--- config.mk ---
export PLATFORM = sky130hd
export DESIGN_NAME = vfsm_filter_flat
export DESIGN_NICKNAME = d
export VERILOG_FILES = /design/src/sv/vfsm_pkg.sv /design/src/sv/vfsm_if.sv /design/src/sv/vfsm_filter.sv /design/src/flat_wrapper.sv
export SDC_FILE = /design/constraint.sdc
export NUM_CORES = 2
export LEC_CHECK = 0
export CORE_ASPECT_RATIO = 0.5
export CORE_MARGIN = 8
export CORE_UTILIZATION = 40
export CTS_CLUSTER_SIZE = 40
export DETAILED_ROUTE_END_ITERATION = 8
export DONT_BUFFER_PORTS = 1
export PLACE_DENSITY = 0.65
export SYNTH_ARGS = -nofsm -noshare
export SYNTH_HDL_FRONTEND = slang
export SYNTH_SLANG_ARGS = --single-unit
--- constraint.sdc ---
create_clock -name i_clk -period 43 [get_ports i_clk]
set_input_delay 2.15 -clock i_clk [delete_from_list [all_inputs] [get_ports i_clk]]
set_output_delay 2.15 -clock i_clk [all_outputs]
set_load 0.02 [all_outputs]
--- src/sv/vfsm_pkg.sv ---
// ----------------------------------------------------------------------------
// vfsm_pkg: shared types and constants of the vector field smoother
// Sizes, fixed-point widths, coefficients and the bundles passed between units.
// ----------------------------------------------------------------------------
package vfsm_pkg;

    localparam int MAX_DIM    = 64;
    localparam int DATA_WIDTH = 16;

    // configuration port
    localparam int CFG_W     = 7;
    localparam int CFG_IDX_W = 2;
    localparam logic [CFG_W-1:0] SIZE_RESET = 7'd64;

    typedef enum logic [CFG_IDX_W-1:0] {
        CFG_SIZE_SLOW = 2'd0,
        CFG_SIZE_MID  = 2'd1,
        CFG_SIZE_FAST = 2'd2
    } t_cfg_idx;

    localparam logic CMD_VOXEL = 1'b0;

    // geometry widths
    localparam int DIM_W       = $clog2(MAX_DIM + 1);
    localparam int CRD_W       = $clog2(MAX_DIM);
    localparam int PW          = $clog2(MAX_DIM * MAX_DIM + 1);
    localparam int COUNT_W     = $clog2(MAX_DIM * MAX_DIM * MAX_DIM + MAX_DIM * MAX_DIM);
    localparam int PLANE_DEPTH = MAX_DIM * MAX_DIM;
    localparam int ROW_DEPTH   = MAX_DIM;
    localparam int PADDR_W     = $clog2(PLANE_DEPTH);
    localparam int RADDR_W     = $clog2(ROW_DEPTH);

    // arithmetic: Q0.16 coefficients, centre weight is a shift
    localparam int SUM_W        = DATA_WIDTH + 3;
    localparam int COEF_FRAC    = 16;
    localparam int COEF_W       = 14;
    localparam int PROD_W       = SUM_W + COEF_W;
    localparam int ACC_W        = PROD_W + 1;
    localparam int CENTRE_SHIFT = COEF_FRAC - 1;
    localparam logic signed [COEF_W-1:0] COEF_NEIGH = 14'sd5461;
    localparam logic signed [ACC_W-1:0]  ROUND_HALF = ACC_W'(1) << (COEF_FRAC - 1);

    typedef struct packed {
        logic signed [DATA_WIDTH-1:0] x;
        logic signed [DATA_WIDTH-1:0] y;
        logic signed [DATA_WIDTH-1:0] z;
    } t_vox;

    localparam int VOX_W = $bits(t_vox);

    typedef struct packed {
        t_vox centre;
        t_vox m_plane;
        t_vox m_row;
        t_vox m_one;
        t_vox p_one;
        t_vox p_row;
        t_vox p_plane;
    } t_window;

    typedef struct packed {
        logic interior;
        logic last;
    } t_tag;

    typedef struct packed {
        logic               clear;
        logic [PADDR_W-1:0] plane_lim;
        logic [RADDR_W-1:0] row_lim;
    } t_dline_cfg;

    // a zero size acts as one, an oversize acts as the maximum
    function automatic logic [DIM_W-1:0] eff_size(input logic [CFG_W-1:0] r);
        logic [DIM_W-1:0] v;
        if (r == '0) begin
            v = DIM_W'(1);
        end else if (32'(r) > MAX_DIM) begin
            v = DIM_W'(MAX_DIM);
        end else begin
            v = DIM_W'(r);
        end
        return v;
    endfunction

endpackage

--- src/sv/vfsm_if.sv ---


interface vfsm_out_if import vfsm_pkg::*; ();
    logic                         valid;
    logic                         ready;
    logic signed [DATA_WIDTH-1:0] out_x;
    logic signed [DATA_WIDTH-1:0] out_y;
    logic signed [DATA_WIDTH-1:0] out_z;
    logic                         interior;
    logic                         last_voxel;

    modport source (output valid, out_x, out_y, out_z, interior, last_voxel, input ready);
    modport sink   (input valid, out_x, out_y, out_z, interior, last_voxel, output ready);
endinterface


--- src/sv/vfsm_filter.sv ---
// ----------------------------------------------------------------------------
// vfsm_filter: three-stage smoothing datapath with output register
// Window capture, neighbour sums, weighted sum with rounding.
// ----------------------------------------------------------------------------
module vfsm_filter import vfsm_pkg::*; (
    input  logic       i_clk,
    input  logic       i_rst_n,
    input  logic       i_load,
    input  t_window    i_win,
    input  t_tag       i_tag,
    output logic       o_take,
    vfsm_out_if.source o_out
);

    logic                         r_s1_valid;
    t_window                      r_s1_win;
    t_tag                         r_s1_tag;
    logic                         r_s2_valid;
    t_vox                         r_s2_centre;
    logic signed [SUM_W-1:0]      r_s2_sx;
    logic signed [SUM_W-1:0]      r_s2_sy;
    logic signed [SUM_W-1:0]      r_s2_sz;
    t_tag                         r_s2_tag;
    logic                         r_out_valid;
    logic signed [DATA_WIDTH-1:0] r_out_x;
    logic signed [DATA_WIDTH-1:0] r_out_y;
    logic signed [DATA_WIDTH-1:0] r_out_z;
    logic                         r_out_interior;
    logic                         r_out_last;
    logic                         w_take2;
    logic                         w_take3;

    function automatic logic signed [SUM_W-1:0] sum6(
        input logic signed [DATA_WIDTH-1:0] a,
        input logic signed [DATA_WIDTH-1:0] b,
        input logic signed [DATA_WIDTH-1:0] c,
        input logic signed [DATA_WIDTH-1:0] d,
        input logic signed [DATA_WIDTH-1:0] e,
        input logic signed [DATA_WIDTH-1:0] f
    );
        return SUM_W'(a) + SUM_W'(b) + SUM_W'(c) + SUM_W'(d) + SUM_W'(e) + SUM_W'(f);
    endfunction

    // half the centre plus 5461/65536 of the neighbour sum, round half up
    function automatic logic signed [DATA_WIDTH-1:0] smooth(
        input logic signed [DATA_WIDTH-1:0] c,
        input logic signed [SUM_W-1:0]      s
    );
        logic signed [PROD_W-1:0] prod;
        logic signed [ACC_W-1:0]  acc;
        prod = s * COEF_NEIGH;
        acc  = (ACC_W'(c) <<< CENTRE_SHIFT) + ACC_W'(prod) + ROUND_HALF;
        return acc[COEF_FRAC +: DATA_WIDTH];
    endfunction

    assign w_take3 = !r_out_valid || o_out.ready;
    assign w_take2 = !r_s2_valid || w_take3;
    assign o_take  = !r_s1_valid || w_take2;

    always_ff @(posedge i_clk) begin
        if (!i_rst_n) begin
            r_s1_valid  <= 1'b0;
            r_s2_valid  <= 1'b0;
            r_out_valid <= 1'b0;
        end else begin
            if (o_take) begin
                r_s1_valid <= i_load;
            end
            if (w_take2) begin
                r_s2_valid <= r_s1_valid;
            end
            if (w_take3) begin
                r_out_valid <= r_s2_valid;
            end
        end
    end

    always_ff @(posedge i_clk) begin
        if (o_take && i_load) begin
            r_s1_win <= i_win;
            r_s1_tag <= i_tag;
        end
        if (w_take2 && r_s1_valid) begin
            r_s2_centre <= r_s1_win.centre;
            r_s2_tag    <= r_s1_tag;
            r_s2_sx     <= sum6(r_s1_win.m_plane.x, r_s1_win.m_row.x, r_s1_win.m_one.x,
                                r_s1_win.p_one.x, r_s1_win.p_row.x, r_s1_win.p_plane.x);
            r_s2_sy     <= sum6(r_s1_win.m_plane.y, r_s1_win.m_row.y, r_s1_win.m_one.y,
                                r_s1_win.p_one.y, r_s1_win.p_row.y, r_s1_win.p_plane.y);
            r_s2_sz     <= sum6(r_s1_win.m_plane.z, r_s1_win.m_row.z, r_s1_win.m_one.z,
                                r_s1_win.p_one.z, r_s1_win.p_row.z, r_s1_win.p_plane.z);
        end
        if (w_take3 && r_s2_valid) begin
            // boundary voxels go out as zero
            r_out_x        <= r_s2_tag.interior ? smooth(r_s2_centre.x, r_s2_sx) : '0;
            r_out_y        <= r_s2_tag.interior ? smooth(r_s2_centre.y, r_s2_sy) : '0;
            r_out_z        <= r_s2_tag.interior ? smooth(r_s2_centre.z, r_s2_sz) : '0;
            r_out_interior <= r_s2_tag.interior;
            r_out_last     <= r_s2_tag.last;
        end
    end

    assign o_out.valid      = r_out_valid;
    assign o_out.out_x      = r_out_x;
    assign o_out.out_y      = r_out_y;
    assign o_out.out_z      = r_out_z;
    assign o_out.interior   = r_out_interior;
    assign o_out.last_voxel = r_out_last;

endmodule

--- src/flat_wrapper.sv ---
// flat-port wrapper written by rule: the top's interface ports become plain ports
module vfsm_filter_flat import vfsm_pkg::*;
  (i_clk, i_rst_n, i_load, i_win, i_tag, o_take, o_out_valid, o_out_out_x, o_out_out_y, o_out_out_z, o_out_interior, o_out_last_voxel, o_out_ready);
  vfsm_out_if o_out_i ();
  input  logic i_clk;
  input  logic i_rst_n;
  input  logic i_load;
  input  t_window i_win;
  input  t_tag i_tag;
  output logic o_take;
  output wire logic [$bits(o_out_i.valid)-1:0] o_out_valid;
  output wire logic [$bits(o_out_i.out_x)-1:0] o_out_out_x;
  output wire logic [$bits(o_out_i.out_y)-1:0] o_out_out_y;
  output wire logic [$bits(o_out_i.out_z)-1:0] o_out_out_z;
  output wire logic [$bits(o_out_i.interior)-1:0] o_out_interior;
  output wire logic [$bits(o_out_i.last_voxel)-1:0] o_out_last_voxel;
  input wire logic [$bits(o_out_i.ready)-1:0] o_out_ready;
  assign o_out_valid = o_out_i.valid;
  assign o_out_out_x = o_out_i.out_x;
  assign o_out_out_y = o_out_i.out_y;
  assign o_out_out_z = o_out_i.out_z;
  assign o_out_interior = o_out_i.interior;
  assign o_out_last_voxel = o_out_i.last_voxel;
  assign o_out_i.ready = o_out_ready;
  vfsm_filter u_core (.i_clk(i_clk), .i_rst_n(i_rst_n), .i_load(i_load), .i_win(i_win), .i_tag(i_tag), .o_take(o_take), .o_out(o_out_i));
endmodule
# Yosys cells after proc, flatten, opt, wreduce, memory -nomap -nowiden
# Index checks and enable logic that the tools add are counted.
# classes
n_addsub,21
shift,0
reduce_logical,9
bitwise,0
mux,0
magnitude_cmp,0
n_mul,3
n_eq_ne,0
div_mod_pow,0
# ops
operator,count
19-bit by 16-bit adder with 19-bit output,9
31-bit by 32-bit adder with 32-bit output,3
"32-bit by 17-bit adder with 32-bit output, second input constant",3
"19-bit by 14-bit multiplier with 32-bit output, second input constant",3
17-bit by 16-bit adder with 18-bit output,3
16-bit by 16-bit adder with 17-bit output,3
1-bit logical AND,3
1-bit zero test,3
1-bit logical OR,3
# word_totals
output_inout_bits,52
elab_cells,72
ramBits,0
romBits,0
reg_bits,498
mem_count,0
latchBits,0
in_bits,342

# Depth between registers and ports, before layout
# logic_depth
depth_word,5
ltp_mapped,21
ltp_nobuf,21

# Least setup slack after synthesis
# No wires, ideal clock.
# synth_path
path_kind,input to register
from,in o_out_ready
to,"reg u_core.r_s1_tag[0] (netlist name), enable pin"
setup_time_ns,1.241
path_slack_ns,22.791
cell_stages,2
required_time_ns,41.759
n_path_buf,0
t_arrival_ns,18.969
path_cell_list,nor2b_1 a31oi_1
# synth_via
elab_chain_cells,4
# synth_rtl
element,line,text
"start, declared",flat_wrapper.sv:17,input wire logic [$bits(o_out_i.ready)-1:0] o_out_ready;
1-bit logical OR,vfsm_filter.sv:56,assign w_take3 = !r_out_valid || o_out.ready;
1-bit logical OR,vfsm_filter.sv:57,assign w_take2 = !r_s2_valid || w_take3;
1-bit logical OR,vfsm_filter.sv:58,assign o_take = !r_s1_valid || w_take2;
1-bit logical AND,vfsm_filter.sv:79,if (o_take && i_load) begin
"end signal, assigned",vfsm_filter.sv:81,r_s1_tag <= i_tag;
"end, declared",vfsm_filter.sv:17,t_tag r_s1_tag;
# Every way passes these cells.
# A chain may end at the register's enable or synchronous reset.

# Final worst setup path
# layout_path
from,reg u_core.r_s1_win[161] (netlist name)
to,"reg u_core.r_s2_sy[18], data pin"
# layout_via
elab_chain_cells,4
# layout_rtl
element,line,text
"start, declared",vfsm_filter.sv:16,t_window r_s1_win;
"start signal, assigned",vfsm_filter.sv:80,r_s1_win <= i_win;
17-bit by 16-bit adder with 18-bit output,vfsm_filter.sv:41,return SUM_W'(a) + SUM_W'(b) + SUM_W'(c) + SUM_W'(d) + SUM_W'(e) + SUM_W'(f);
19-bit by 16-bit adder with 19-bit output (3 in a row),vfsm_filter.sv:41,
"end signal, assigned",vfsm_filter.sv:88,"r_s2_sy <= sum6(r_s1_win.m_plane.y, r_s1_win.m_row.y, r_s1_win.m_one.y,"
"end, declared",vfsm_filter.sv:21,logic signed [SUM_W-1:0] r_s2_sy;
# Every way passes these cells.

==> results_dict.tcl <==
set metrics [dict create \
    io_buffers 0 \
    reg2regPathDepth 21 \
    cts_setup_buffers 0 \
    ys_top_cells_by_count "inv_1, ha_1, edfxtp_1" \
    layout.area.seq_um2 14900 \
    die-area_um2 113000 \
    cp_max_fo 6 \
    cts_root_buffer "clkbuf_16" \
    antenna_found_initial 25 \
    grt_pass1_vias 25300 \
    synthToLayoutAreaGrowth_pct 8.39 \
    fin_nets 4811 \
    hpwl_um 73200 \
    seq_area_frac_synth_pct 36.4 \
    slew_headroom_pct 28.7 \
    multiInputGateArea_um2 22400 \
    synth_top_area_cell "edfxtp_1" \
    synth_most_common_cell "inv_1" \
    grt_pass1_wl_um 139000 \
    grt_usage_pct 15.6 \
    core_area_um2 102000 \
    route.vias.total 23500 \
    cts_made_buffers 50 \
    gp_congestion 0.873 \
    vias_per_cell 4.83 \
    overflow 0 \
    yosysWarnings 0 \
    rsz0062_at_grt "no" \
    status "finished clean" \
    layout-drive-gt1-share_pct 3.24 \
    cts_tree "yes" \
    clkTransAtPathRegs_ns 0.06 \
    fmax_mhz 168 \
    synthCells 3410 \
    initial_core_util_pct 40.1 \
    post_cts_resized 0 \
    syn_area_um2 41000 \
    yosysTopAreaCellShare_pct 36.3 \
    clock_sinks 498 \
    fillCellCount 9358 \
    slew_viol_final 0 \
    synth-seq-cells 498 \
    reg2reg_slack_ns 37.06 \
    drt_first_pass_iters 5 \
    drc 0 \
    ys_top_cells_by_area "edfxtp_1, fa_1, ha_1" \
    grt_max_degree 155 \
    end_kind "register" \
    tns_ns 0 \
    wl_um 88400 \
    hold_depth 0 \
    routedWlPerCell_um 18.2 \
    setup_viol 0 \
    critPathKind "register to register" \
    worstHoldStart "u_core.r_s1_win[316]" \
    async_flop_share_pct 0 \
    synth.avg_cell_area_um2 12.0 \
    die_h_um 242 \
    synth.net_count 4772 \
    postRouteAntennaNets 0 \
    crit_required_ns 43.38 \
    tightest_slew_ns 1.07 \
    finalCriticalPeriod_ns 5.94 \
    placement_rows 83 \
    holdPathEnd "u_core.r_s2_centre[28]" \
    ctsHtreeMaxLevel 2 \
    synth_enable_flop_cells 495 \
    die_w_um 468 \
    hold_buffers 0 \
    finalCritPeriodShare_pct 13.8 \
    crit_arrival_ns 6.32 \
    synth_ff_type "edfxtp_1" \
    reg2reg_from "u_core.r_s1_win[161]" \
    r2r_end "u_core.r_s2_sy[18]" \
    fin_worst_skew_ns 0.0416 \
    drt_iter0_markers 1129 \
    ios 394 \
    yosys.cell_types.count 71 \
    cap_violations 0 \
    hold_viol 0 \
    start_kind "register" \
    clock_latency_ns 0.65 \
    cts_buffer_depth 3 \
    hold_path.class "register to register" \
]
-- per-stage QoR --
step                      std cells  instance area [um2]  setup slack, ns  hold slack [ns]  utilization, %
after floorplan                3410                41000            22.79            0.400               -
after global placement         4757                42700            37.16            0.400            41.8
after detailed placement       4757                42700            37.06            0.405            41.8
after CTS                      4849                44300            37.08            0.391            43.4
after global routing           4866                44400            36.76            0.409            43.5
final                          4866                44400            37.06            0.397            43.5
-- cells by family (layout without fill, tap and decap cells) --
kind of cell / Yosys count / in the layout / share of synthesized area [%]
adders and majority gates: 1020 / 1020 / 40.2
buffers and inverters: 964 / 1043 / 8.84
DFF: 498 / 498 / 36.4
AOI/OAI and AO/OA: 427 / 427 / 7.02
and+or+nand+nor: 335 / 335 / 3.91
xor gates and xnor gates: 151 / 151 / 3.23
muxes: 15 / 15 / 0.370
other: 0 / 17 / 0
-- worst max-delay path by stage --
stage	cells after the start	slack (ns)	startpoint	endpoint
finish	21	37.06	u_core.r_s1_win[161]	u_core.r_s2_sy[18]
global route	18	36.76	u_core.r_s2_sz[18]	u_core.o_out.out_z[14]
CTS	21	37.08	u_core.r_s1_win[161]	u_core.r_s2_sy[18]
detailed placement	18	37.06	u_core.r_s2_sz[18]	u_core.o_out.out_z[15]
global placement	18	37.16	u_core.r_s2_sz[18]	u_core.o_out.out_z[15]
floorplan	2	22.79	o_out_ready	u_core.r_s1_tag[0]
-- area by class of cell --
| class | instances | share of cell area [%] |
|---|---|---|
| well taps | 1360 | 3.83 |
| clock inverters | 37 | 0.868 |
| repair buffers | 11 | 0.214 |
| diodes | 17 | 0.0958 |
| flip-flops and latches | 498 | 33.6 |
| inverters | 940 | 7.95 |
| multi-input cells | 1948 | 50.6 |
| clock buffers | 55 | 2.86 |
-- critical path, cell delays in order, from the launching register on --
cell       delay, ns
edfxtp_1        0.40
fa_1            0.51
ha_1            0.25
fa_1            0.49
a21oi_1         0.22
o21bai_1        0.12
a21oi_2         0.21
o21ai_1         0.12
a21o_1          0.22
a221oi_1        0.34
xnor2_1         0.13
fa_1            0.48
inv_1           0.05
fa_1            0.49
inv_1           0.05
ha_1            0.37
and3_1          0.22
nand3_1         0.08
a2111oi_0       0.54
a2111o_1        0.19
a21oi_1         0.08
xnor2_1         0.12
-- per-layer routing --
layer  part of all wire (%)  track usage (%)  up-vias
met2                     50             26.5      463
li1                       -                -    11200
met3                    3.9             2.77      139
met1                     43             19.9    11700
met5                  0.034                0        -
met4                    3.3             5.78        4
-- placed cells by master (no fill, tap or decap), types with 7 or more instances in the layout --
cell type / Yosys / routed
mux2i_1: 14 / 14
o21ai_1: 9 / 9
and4_1: 10 / 10
nand2b_1: 17 / 17
clkbuf_16: 0 / 50
xor2_1: 59 / 59
clkinv_1: 1 / 8
nand3_1: 28 / 28
a211oi_1: 18 / 18
clkinv_2: 0 / 8
fa_1: 492 / 492
nand2_1: 75 / 75
nor2b_1: 19 / 18
a21boi_0: 8 / 7
diode_2: 0 / 17
a31oi_1: 14 / 13
buf_4: 0 / 10
a21oi_1: 122 / 122
o21bai_1: 24 / 24
nor2_1: 105 / 105
nor3_1: 34 / 34
xnor2_1: 92 / 92
o21a_1: 31 / 31
inv_1: 939 / 939
ha_1: 528 / 528
nand4_1: 16 / 16
a21o_1: 54 / 54
and3_1: 13 / 13
edfxtp_1: 495 / 495
o211ai_1: 15 / 15
o21ai_0: 57 / 57
-- registers in the layout, indices dropped and copies added, names as in the netlist, 2 cells and up --
| signal | flops |
|---|---|
| u_core.r_s2_sx | 19 |
| u_core.r_s2_tag | 2 |
| u_core.o_out.out_y | 16 |
| u_core.o_out.out_z | 16 |
| u_core.r_s1_tag | 2 |
| u_core.o_out.out_x | 16 |
| u_core.r_s2_centre | 48 |
| u_core.r_s2_sz | 19 |
| u_core.r_s1_win | 336 |
| u_core.r_s2_sy | 19 |
Power is not shown: default switching activity piles up to over one toggle a cycle in this logic, so the estimate is an artifact.
