`config.mk`:
```
export PLATFORM = sky130hd
export DESIGN_NAME = vfsm_ctrl_flat
export DESIGN_NICKNAME = d
export VERILOG_FILES = /design/src/sv/vfsm_pkg.sv /design/src/sv/vfsm_if.sv /design/src/sv/vfsm_ctrl.sv /design/src/flat_wrapper.sv
export SDC_FILE = /design/constraint.sdc
export NUM_CORES = 1
export LEC_CHECK = 0
export ABC_AREA = 1
export BUFFER_PORTS_ARGS = -buffer_cell sky130_fd_sc_hd__buf_4
export CORE_MARGIN = 2
export CORE_UTILIZATION = 40
export CTS_CLUSTER_SIZE = 16
export DETAILED_ROUTE_END_ITERATION = 12
export PLACE_DENSITY_LB_ADDON = 0.25
export SLEW_MARGIN = 20
export SYNTH_ARGS = -nofsm -noshare
export SYNTH_HDL_FRONTEND = slang
export SYNTH_SLANG_ARGS = --single-unit
```
`constraint.sdc`:
```
create_clock -name i_clk -period 22.9 [get_ports i_clk]
set_clock_uncertainty 0.2 [all_clocks]
set_input_delay 4.58 -clock i_clk [delete_from_list [all_inputs] [get_ports i_clk]]
set_output_delay 4.58 -clock i_clk [all_outputs]
set_load 0.03 [all_outputs]
```
`src/sv/vfsm_pkg.sv`:
```
// ----------------------------------------------------------------------------
// vfsm_pkg: shared types and constants of the vector field smoother
// Sizes, fixed-point widths, coefficients and the bundles passed between units.
// ----------------------------------------------------------------------------
package vfsm_pkg;

    localparam int MAX_DIM    = 64;
    localparam int DATA_WIDTH = 16;

    // configuration port
    localparam int CFG_W     = 7;
    localparam int CFG_IDX_W = 2;
    localparam logic [CFG_W-1:0] SIZE_RESET = 7'd64;

    typedef enum logic [CFG_IDX_W-1:0] {
        CFG_SIZE_SLOW = 2'd0,
        CFG_SIZE_MID  = 2'd1,
        CFG_SIZE_FAST = 2'd2
    } t_cfg_idx;

    localparam logic CMD_VOXEL = 1'b0;

    // geometry widths
    localparam int DIM_W       = $clog2(MAX_DIM + 1);
    localparam int CRD_W       = $clog2(MAX_DIM);
    localparam int PW          = $clog2(MAX_DIM * MAX_DIM + 1);
    localparam int COUNT_W     = $clog2(MAX_DIM * MAX_DIM * MAX_DIM + MAX_DIM * MAX_DIM);
    localparam int PLANE_DEPTH = MAX_DIM * MAX_DIM;
    localparam int ROW_DEPTH   = MAX_DIM;
    localparam int PADDR_W     = $clog2(PLANE_DEPTH);
    localparam int RADDR_W     = $clog2(ROW_DEPTH);

    // arithmetic: Q0.16 coefficients, centre weight is a shift
    localparam int SUM_W        = DATA_WIDTH + 3;
    localparam int COEF_FRAC    = 16;
    localparam int COEF_W       = 14;
    localparam int PROD_W       = SUM_W + COEF_W;
    localparam int ACC_W        = PROD_W + 1;
    localparam int CENTRE_SHIFT = COEF_FRAC - 1;
    localparam logic signed [COEF_W-1:0] COEF_NEIGH = 14'sd5461;
    localparam logic signed [ACC_W-1:0]  ROUND_HALF = ACC_W'(1) << (COEF_FRAC - 1);

    typedef struct packed {
        logic signed [DATA_WIDTH-1:0] x;
        logic signed [DATA_WIDTH-1:0] y;
        logic signed [DATA_WIDTH-1:0] z;
    } t_vox;

    localparam int VOX_W = $bits(t_vox);

    typedef struct packed {
        t_vox centre;
        t_vox m_plane;
        t_vox m_row;
        t_vox m_one;
        t_vox p_one;
        t_vox p_row;
        t_vox p_plane;
    } t_window;

    typedef struct packed {
        logic interior;
        logic last;
    } t_tag;

    typedef struct packed {
        logic               clear;
        logic [PADDR_W-1:0] plane_lim;
        logic [RADDR_W-1:0] row_lim;
    } t_dline_cfg;

    // a zero size acts as one, an oversize acts as the maximum
    function automatic logic [DIM_W-1:0] eff_size(input logic [CFG_W-1:0] r);
        logic [DIM_W-1:0] v;
        if (r == '0) begin
            v = DIM_W'(1);
        end else if (32'(r) > MAX_DIM) begin
            v = DIM_W'(MAX_DIM);
        end else begin
            v = DIM_W'(r);
        end
        return v;
    endfunction

endpackage

```
`src/sv/vfsm_if.sv`:
```


interface vfsm_cfg_if import vfsm_pkg::*; ();
    logic                 valid;
    logic                 ready;
    logic [CFG_IDX_W-1:0] index;
    logic [CFG_W-1:0]     data;

    modport source (output valid, index, data, input ready);
    modport sink   (input valid, index, data, output ready);
endinterface

```
`src/sv/vfsm_ctrl.sv`:
```
// ----------------------------------------------------------------------------
// vfsm_ctrl: size registers, stream position and result coordinates
// Decides which items carry data, which produce a result and its flags.
// ----------------------------------------------------------------------------
module vfsm_ctrl import vfsm_pkg::*; (
    input  logic       i_clk,
    input  logic       i_rst_n,
    vfsm_cfg_if.sink   i_cfg,
    input  logic       i_step,
    input  logic       i_cmd,
    output logic       o_keep,
    output logic       o_emit,
    output t_tag       o_tag,
    output t_dline_cfg o_dl
);

    logic [CFG_W-1:0]   r_size_slow;
    logic [CFG_W-1:0]   r_size_mid;
    logic [CFG_W-1:0]   r_size_fast;
    logic [COUNT_W-1:0] r_acc;
    logic [COUNT_W-1:0] n_acc;
    logic [CRD_W-1:0]   r_ef;
    logic [CRD_W-1:0]   n_ef;
    logic [CRD_W-1:0]   r_em;
    logic [CRD_W-1:0]   n_em;
    logic [CRD_W-1:0]   r_es;
    logic [CRD_W-1:0]   n_es;

    logic [DIM_W-1:0]   w_s;
    logic [DIM_W-1:0]   w_m;
    logic [DIM_W-1:0]   w_f;
    logic [PW-1:0]      w_p;
    logic [PW-1:0]      w_pdiff;
    logic [COUNT_W-1:0] w_n;
    logic [CRD_W-1:0]   w_s_last;
    logic [CRD_W-1:0]   w_m_last;
    logic [CRD_W-1:0]   w_f_last;
    logic               w_cfg_wr;
    logic               w_cfg_hit;
    logic               w_last;

    assign i_cfg.ready = 1'b1;
    assign w_cfg_wr    = i_cfg.valid & i_cfg.ready;
    assign w_cfg_hit   = w_cfg_wr && (i_cfg.index == CFG_SIZE_SLOW ||
                                      i_cfg.index == CFG_SIZE_MID ||
                                      i_cfg.index == CFG_SIZE_FAST);

    always_ff @(posedge i_clk) begin
        if (!i_rst_n) begin
            r_size_slow <= SIZE_RESET;
            r_size_mid  <= SIZE_RESET;
            r_size_fast <= SIZE_RESET;
        end else if (w_cfg_wr) begin
            case (i_cfg.index)
                CFG_SIZE_SLOW: r_size_slow <= i_cfg.data;
                CFG_SIZE_MID:  r_size_mid  <= i_cfg.data;
                CFG_SIZE_FAST: r_size_fast <= i_cfg.data;
                default: ;
            endcase
        end
    end

    assign w_s      = eff_size(r_size_slow);
    assign w_m      = eff_size(r_size_mid);
    assign w_f      = eff_size(r_size_fast);
    assign w_p      = PW'(w_m) * PW'(w_f);
    assign w_n      = COUNT_W'(w_s) * COUNT_W'(w_p);
    assign w_pdiff  = w_p - PW'(w_f);
    assign w_s_last = CRD_W'(w_s - 1'b1);
    assign w_m_last = CRD_W'(w_m - 1'b1);
    assign w_f_last = CRD_W'(w_f - 1'b1);

    // the result for voxel e leaves with the item one plane later
    assign o_emit = r_acc >= COUNT_W'(w_p);
    assign o_keep = (r_acc < w_n) && (i_cmd == CMD_VOXEL);
    assign w_last = (r_es == w_s_last) && (r_em == w_m_last) && (r_ef == w_f_last);

    assign o_tag.last     = w_last;
    assign o_tag.interior = (r_ef != '0) && (r_ef != w_f_last) &&
                            (r_em != '0) && (r_em != w_m_last) &&
                            (r_es != '0) && (r_es != w_s_last);

    assign o_dl.clear     = w_cfg_hit;
    assign o_dl.plane_lim = (w_pdiff >= PW'(2)) ? PADDR_W'(w_pdiff - PW'(2)) : '0;
    assign o_dl.row_lim   = (w_f >= DIM_W'(3)) ? RADDR_W'(w_f - DIM_W'(3)) : '0;

    always_comb begin
        n_acc = r_acc;
        n_ef  = r_ef;
        n_em  = r_em;
        n_es  = r_es;
        if (w_cfg_hit) begin
            n_acc = '0;
            n_ef  = '0;
            n_em  = '0;
            n_es  = '0;
        end else if (i_step) begin
            if (o_emit && w_last) begin
                n_acc = '0;
                n_ef  = '0;
                n_em  = '0;
                n_es  = '0;
            end else begin
                n_acc = r_acc + 1'b1;
                if (o_emit) begin
                    if (r_ef == w_f_last) begin
                        n_ef = '0;
                        if (r_em == w_m_last) begin
                            n_em = '0;
                            n_es = r_es + 1'b1;
                        end else begin
                            n_em = r_em + 1'b1;
                        end
                    end else begin
                        n_ef = r_ef + 1'b1;
                    end
                end
            end
        end
    end

    always_ff @(posedge i_clk) begin
        if (!i_rst_n) begin
            r_acc <= '0;
            r_ef  <= '0;
            r_em  <= '0;
            r_es  <= '0;
        end else begin
            r_acc <= n_acc;
            r_ef  <= n_ef;
            r_em  <= n_em;
            r_es  <= n_es;
        end
    end

endmodule

```
`src/flat_wrapper.sv`:
```
// flat-port wrapper written by rule: the top's interface ports become plain ports
module vfsm_ctrl_flat import vfsm_pkg::*;
  (i_clk, i_rst_n, i_step, i_cmd, o_keep, o_emit, o_tag, o_dl, i_cfg_valid, i_cfg_index, i_cfg_data, i_cfg_ready);
  vfsm_cfg_if i_cfg_i ();
  input  logic i_clk;
  input  logic i_rst_n;
  input  logic i_step;
  input  logic i_cmd;
  output logic o_keep;
  output logic o_emit;
  output t_tag o_tag;
  output t_dline_cfg o_dl;
  input wire logic [$bits(i_cfg_i.valid)-1:0] i_cfg_valid;
  input wire logic [$bits(i_cfg_i.index)-1:0] i_cfg_index;
  input wire logic [$bits(i_cfg_i.data)-1:0] i_cfg_data;
  output wire logic [$bits(i_cfg_i.ready)-1:0] i_cfg_ready;
  assign i_cfg_i.valid = i_cfg_valid;
  assign i_cfg_i.index = i_cfg_index;
  assign i_cfg_i.data = i_cfg_data;
  assign i_cfg_ready = i_cfg_i.ready;
  vfsm_ctrl u_core (.i_clk(i_clk), .i_rst_n(i_rst_n), .i_cfg(i_cfg_i), .i_step(i_step), .i_cmd(i_cmd), .o_keep(o_keep), .o_emit(o_emit), .o_tag(o_tag), .o_dl(o_dl));
endmodule
```
=== Word level (Yosys, flattened, before mapping) ===
Cells that the tools add are included.
Widths: inputs -> output; s select.

* Output and inout port bits: 24
* Flip-flop bits (word level): 58
* Logic and storage cells: 85
* Input bits: 14

* Add/sub/neg operators: 10
* Order comparisons: 7
* Bitwise logic cells: 2
* Reductions and logical operators: 29
* Equal/unequal tests: 8
* Mux-type cells: 20
* $mul: 2

{| class="wikitable"
|+ Operators by type and width
! kind !! number
|-
| $mux 6 || 12
|-
| $mux 7 || 6
|-
| $gt 7x7->1 const B || 3
|-
| $logic_not 7->1 || 3
|-
| $add 19x1->19 const B || 1
|-
| $ge 19x13->1 || 1
|-
| $lt 19x19->1 || 1
|-
| $mul 7x13->19 || 1
|-
| $mux 19 || 1
|-
| $add 6x1->6 const B || 3
|-
| $eq 6x6->1 || 3
|-
| $ne 6x6->1 || 3
|-
| $reduce_bool 6->1 || 3
|-
| $sub 6x1->6 const B || 3
|-
| $ge 13x2->1 const B || 1
|-
| $mul 7x7->13 || 1
|-
| $sub 13x7->13 || 1
|-
| $mux 12 || 1
|-
| $sub 12x2->12 const B || 1
|-
| $logic_and 1x1->1 || 10
|-
| $reduce_and 2->1 || 4
|-
| $ge 7x2->1 const B || 1
|-
| $reduce_bool 2->1 || 3
|-
| $sub 6x2->6 const B || 1
|-
| 8 further kinds || 10
|}

=== Depth between registers and ports, before layout ===
* Depth after elaboration: 10
* Gate-level depth with buffers: 48
* Gate-level depth less buffers: 45

=== Worst setup path before layout ===
OpenSTA, ideal clock, no wires.

* Path kind: flip-flop to output port
* From: register u_core.r_size_fast[6]
* To: output o_keep
* Data required time: 18.120 ns
* Cell stages (with the launch flop): 42
* Arrival time: 8.962 ns
* Buffers on the path: 2
* Setup slack: 9.158 ns
* Path through: dfxtp_1 -> inv_2 -> nand2_1 -> clkbuf_1 -> nor2_1 -> fa_1 -> inv_1 -> fa_1 -> inv_1 -> fa_1 -> inv_1 -> fa_1 -> inv_1 -> ha_1 -> nand2_1 -> inv_1 -> nand2_1 -> nand3_1 -> [6 not listed] -> inv_1 -> fa_1 -> inv_1 -> fa_1 -> inv_1 -> ha_1 -> nand2_1 -> o21ai_0 -> a21boi_0 -> o21ai_0 -> xnor2_1 -> ha_1 -> a21oi_1 -> o21ai_0 -> a21o_1 -> a21oi_1 -> o211ai_1 -> nor2_1

* Cells in the longest elaborated chain, start to end: 7
* Elaborated cells between the ends (all ways): 8
* Those cells by class: 2 x mul; 2 x order compare; 2 x mux; 2 x reduce/logical

{| class="wikitable"
|+ RTL lines
! what !! line !! RTL
|-
| from (decl) || vfsm_ctrl.sv:19 || <nowiki>logic [CFG_W-1:0] r_size_fast;</nowiki>
|-
| from (signal assigned) || vfsm_ctrl.sv:57 || <nowiki>CFG_SIZE_FAST: r_size_fast <= i_cfg.data;</nowiki>
|-
| $gt 7x7->1 || vfsm_pkg.sv:77 || <nowiki>end else if (32'(r) > MAX_DIM) begin</nowiki>
|-
| $mux 7 || vfsm_pkg.sv:77 ||
|-
| $mux 7 * || vfsm_pkg.sv:75 || <nowiki>if (r == '0) begin</nowiki>
|-
| $mul 7x7->13 * || vfsm_ctrl.sv:66 || <nowiki>assign w_p = PW'(w_m) * PW'(w_f);</nowiki>
|-
| $mul 7x13->19 * || vfsm_ctrl.sv:67 || <nowiki>assign w_n = COUNT_W'(w_s) * COUNT_W'(w_p);</nowiki>
|-
| $lt 19x19->1 * || vfsm_ctrl.sv:75 || <nowiki>assign o_keep = (r_acc < w_n) && (i_cmd == CMD_VOXEL);</nowiki>
|-
| $logic_and 1x1->1 * || vfsm_ctrl.sv:75 ||
|-
| to (decl) || flat_wrapper.sv:9 || <nowiki>output logic o_keep;</nowiki>
|}

Mark *: on every way between the ends. The rest lies on a longest branch, timed or not.

=== Worst setup path after layout ===
Same ends and word-level chain as after synthesis.

==> flow_metrics.tcl <==
set metrics [dict create \
    outcome "finished, final reports clean" \
    synth.ff_latch_count 58 \
    hold_path_class "flip-flop to flip-flop" \
    cp-start-kind "flip-flop" \
    grt_setup_unrepaired "no" \
    cts-resized-gates 0 \
    power_per_unit_of_standard_cell_area_nw_per_um2 36.9 \
    drt-total-wl_mm 24.4 \
    timing.final.crit_share 0.653 \
    detailed_place_hpwl_mm 20.2 \
    leakage_nw 5.47 \
    fin_area_um2 10300 \
    design.die.area_um2 24700 \
    core_area_um2 23300 \
    pin_count_of_the_biggest_net_entering_global_routing 23 \
    max-vdd-ir-drop_uv 35.1 \
    netlist_area_um2 9380 \
    setup_viol 0 \
    hold_slack_ns 0.281 \
    fp-row-count 56 \
    required_ns 18.12 \
    ys_flop_type "sky130_fd_sc_hd__dfxtp_1" \
    post_synth_arst_share 0 \
    crit_start "u_core.r_size_fast[6]" \
    drc 0 \
    layout_common_cells "sky130_fd_sc_hd__nand2_1, sky130_fd_sc_hd__inv_1, sky130_fd_sc_hd__nor2_1" \
    io_buffers 36 \
    height_of_the_die_um 157 \
    synth_enable_flop_cells 0 \
    r2r-start "u_core.r_size_fast[6]" \
    cap_violations 0 \
    antenna_found_initial 0 \
    clk-insertion-delay-late_ns 0.33 \
    ant_nets 0 \
    critical_path_arrival_ns 10.18 \
    maxSlewViolCount 0 \
    chipWidth_um 157 \
    critical_path_depth 37 \
    drt_first_pass_iters 5 \
    timing.hold.worst.start "u_core.r_size_mid[0]" \
    worst_r2r_path_depth 34 \
    cts.sink_count 58 \
    cp.buffers_inverters 9 \
    post_synth_fa_ha_maj_area_fraction 0.319 \
    crit_path_max_incr_delay_ns 0.80 \
    synth-compound-area-share 0.0773 \
    synth-warning-count 0 \
    dpl_cell_area_um2 9950 \
    yosys-mux-area-fraction 0 \
    synthesis.area_per_instance_um2 6.80 \
    cts_hold_buf 0 \
    detail_route.iter0.violations 509 \
    max_slew.worst_pin.slew_ns 1.02 \
    synth_fp_nets 1587 \
    cp-end-kind "output pin" \
    synth_top_family_by_area "adder cells" \
    grt_usage 0.208 \
    htreeDepth 3 \
    route.detailed.vias_per_inst 4.96 \
    gp_congestion 0.892 \
    ctsRootBufferMaster "sky130_fd_sc_hd__clkbuf_16" \
    yosysUniqueCellTypes 47 \
    rrSetupSlack_ns 15.46 \
    crit_slowest_cell "sky130_fd_sc_hd__xor2_1" \
    syn2layout_area_growth_pct 9.81 \
    max_freq_ghz 0.0668 \
    avgRoutedWirePerCell_um 14.1 \
    total_via_count_after_detailed_routing 8598 \
    critPathKind "flip-flop to output pin" \
    via_count_of_the_first_global_routing_pass 8530 \
    hold_viol_final 0 \
    critical_path.most_common_cell "sky130_fd_sc_hd__fa_1" \
    synthCells 1380 \
    grt_first_pass_wirelength_mm 41.5 \
    final_period_minus_worst_setup_slack_ns 14.96 \
    antenna_cells_inserted 0 \
    initial_utilization 0.403 \
    io_pins 38 \
    critical_path_peak_fanout 15 \
    drive_above_1_share 0.0728 \
    synthSimpleGateAreaFrac 0.309 \
    timing.max_slew.rel_slack 0.321 \
    worst_path_dominant_cell_family "adder cells" \
    synth-seq-area-share 0.124 \
    cts_buffer_depth 2 \
    crit-reg2reg-capture "u_core.r_es[3]" \
    cts_inserted_buffers 9 \
    num-nets-final 1617 \
    fill_cells 2487 \
    clk_slew_on_worst_s_h_paths_ns 0.06 \
    synth_area_in_xor_xnor 0.0579 \
    tns_ns 0 \
    postCtsSetupRepairBufs 0 \
    cp-endpoint "o_keep" \
    mostFrequentLayoutCell "sky130_fd_sc_hd__nand2_1" \
    grt-ovfl-total 0 \
    clock_tree_from_tritoncts "built" \
]
area by class of cell:
cell class                      instances  area (um^2)  area share
Tap cell                              319          399      0.0387
Timing Repair Buffer                   39          293      0.0284
Clock inverter                          7          125      0.0121
Clock buffer                            9          225      0.0219
Sequential cell                        58         1160       0.113
Multi-Input combinational cell       1055         7170       0.695
Inverter                              247          936      0.0908
metal layers:
| metal | track usage | routed length, um | vias up |
|---|---|---|---|
| li1 | - | - | 4419 |
| met2 | 0.343 | 11000 | 170 |
| met3 | 0.0179 | 882 | 27 |
| met5 | 0 | 0 | - |
| met1 | 0.296 | 12200 | 3982 |
| met4 | 0.0472 | 347 | 0 |
kinds of logic after synthesis:
group | Yosys count
AO/OA/AOI/OAI | 125
XOR/XNOR | 62
adder cells (fa/ha/maj) | 193
buffers and inverters | 267
flip-flops | 58
other | 1
AND/OR/NAND/NOR | 674
power by group:
| group | internal (W) | switching, W |
|---|---|---|
| sequential | 0.000103 | 0.00000282 |
| combinational | 0.0000375 | 0.0000752 |
| clock | 0.000107 | 0.0000537 |
| total | 0.000248 | 0.000132 |
synth_stat cells (all sizes together) (5+ instances only):
master	count	area, um^2
nor3b	6	45.0
a21oi	52	260
ha	116	1450
nor3	17	85.1
nand4	32	200
buf	12	91.3
xnor2	23	201
or2	5	31.3
o21ai	46	260
nand3	89	470
xor2	39	342
nand2	301	1180
o211ai	5	37.5
nor2	220	866
inv	246	931
clkbuf	8	30.0
dfxtp	58	1160
fa	77	1540
flip-flops by register name, summed over array words and instances (netlist names):
signal,count
u_core.r_size_slow,7
u_core.r_ef,6
u_core.r_es,6
u_core.r_em,6
u_core.r_size_mid,7
u_core.r_size_fast,7
u_core.r_acc,19
stage by stage:
stage	power, W	utilization	setup WS (ns)	cells
final	0.000380	0.443	7.94	1734
after global routing	0.000400	0.443	7.15	1734
after CTS	0.000382	0.443	7.96	1734
after detailed placement	0.000221	0.428	8.35	1718
after global placement	0.000220	0.428	8.55	1718
after floorplan	0.000188	-	9.16	1380
worst min-delay path, cell delays in order (launching register included):
cell and delay [ns]:
sky130_fd_sc_hd__dfxtp_1 0.31, sky130_fd_sc_hd__inv_1 0.07, sky130_fd_sc_hd__a21oi_1 0.06
worst min path at each step:
stage / slack [ns] / cells after the start / end
after floorplan: 0.25 / 2 / u_core.r_size_mid[0]
after CTS: 0.28 / 2 / u_core.r_size_mid[0]
after detailed placement: 0.27 / 2 / u_core.r_size_mid[0]
after global placement: 0.28 / 2 / u_core.r_size_mid[0]
final: 0.28 / 2 / u_core.r_size_mid[0]
after global routing: 0.31 / 2 / u_core.r_size_mid[0]
No activity file was read; power rests on OpenSTA's default activity.
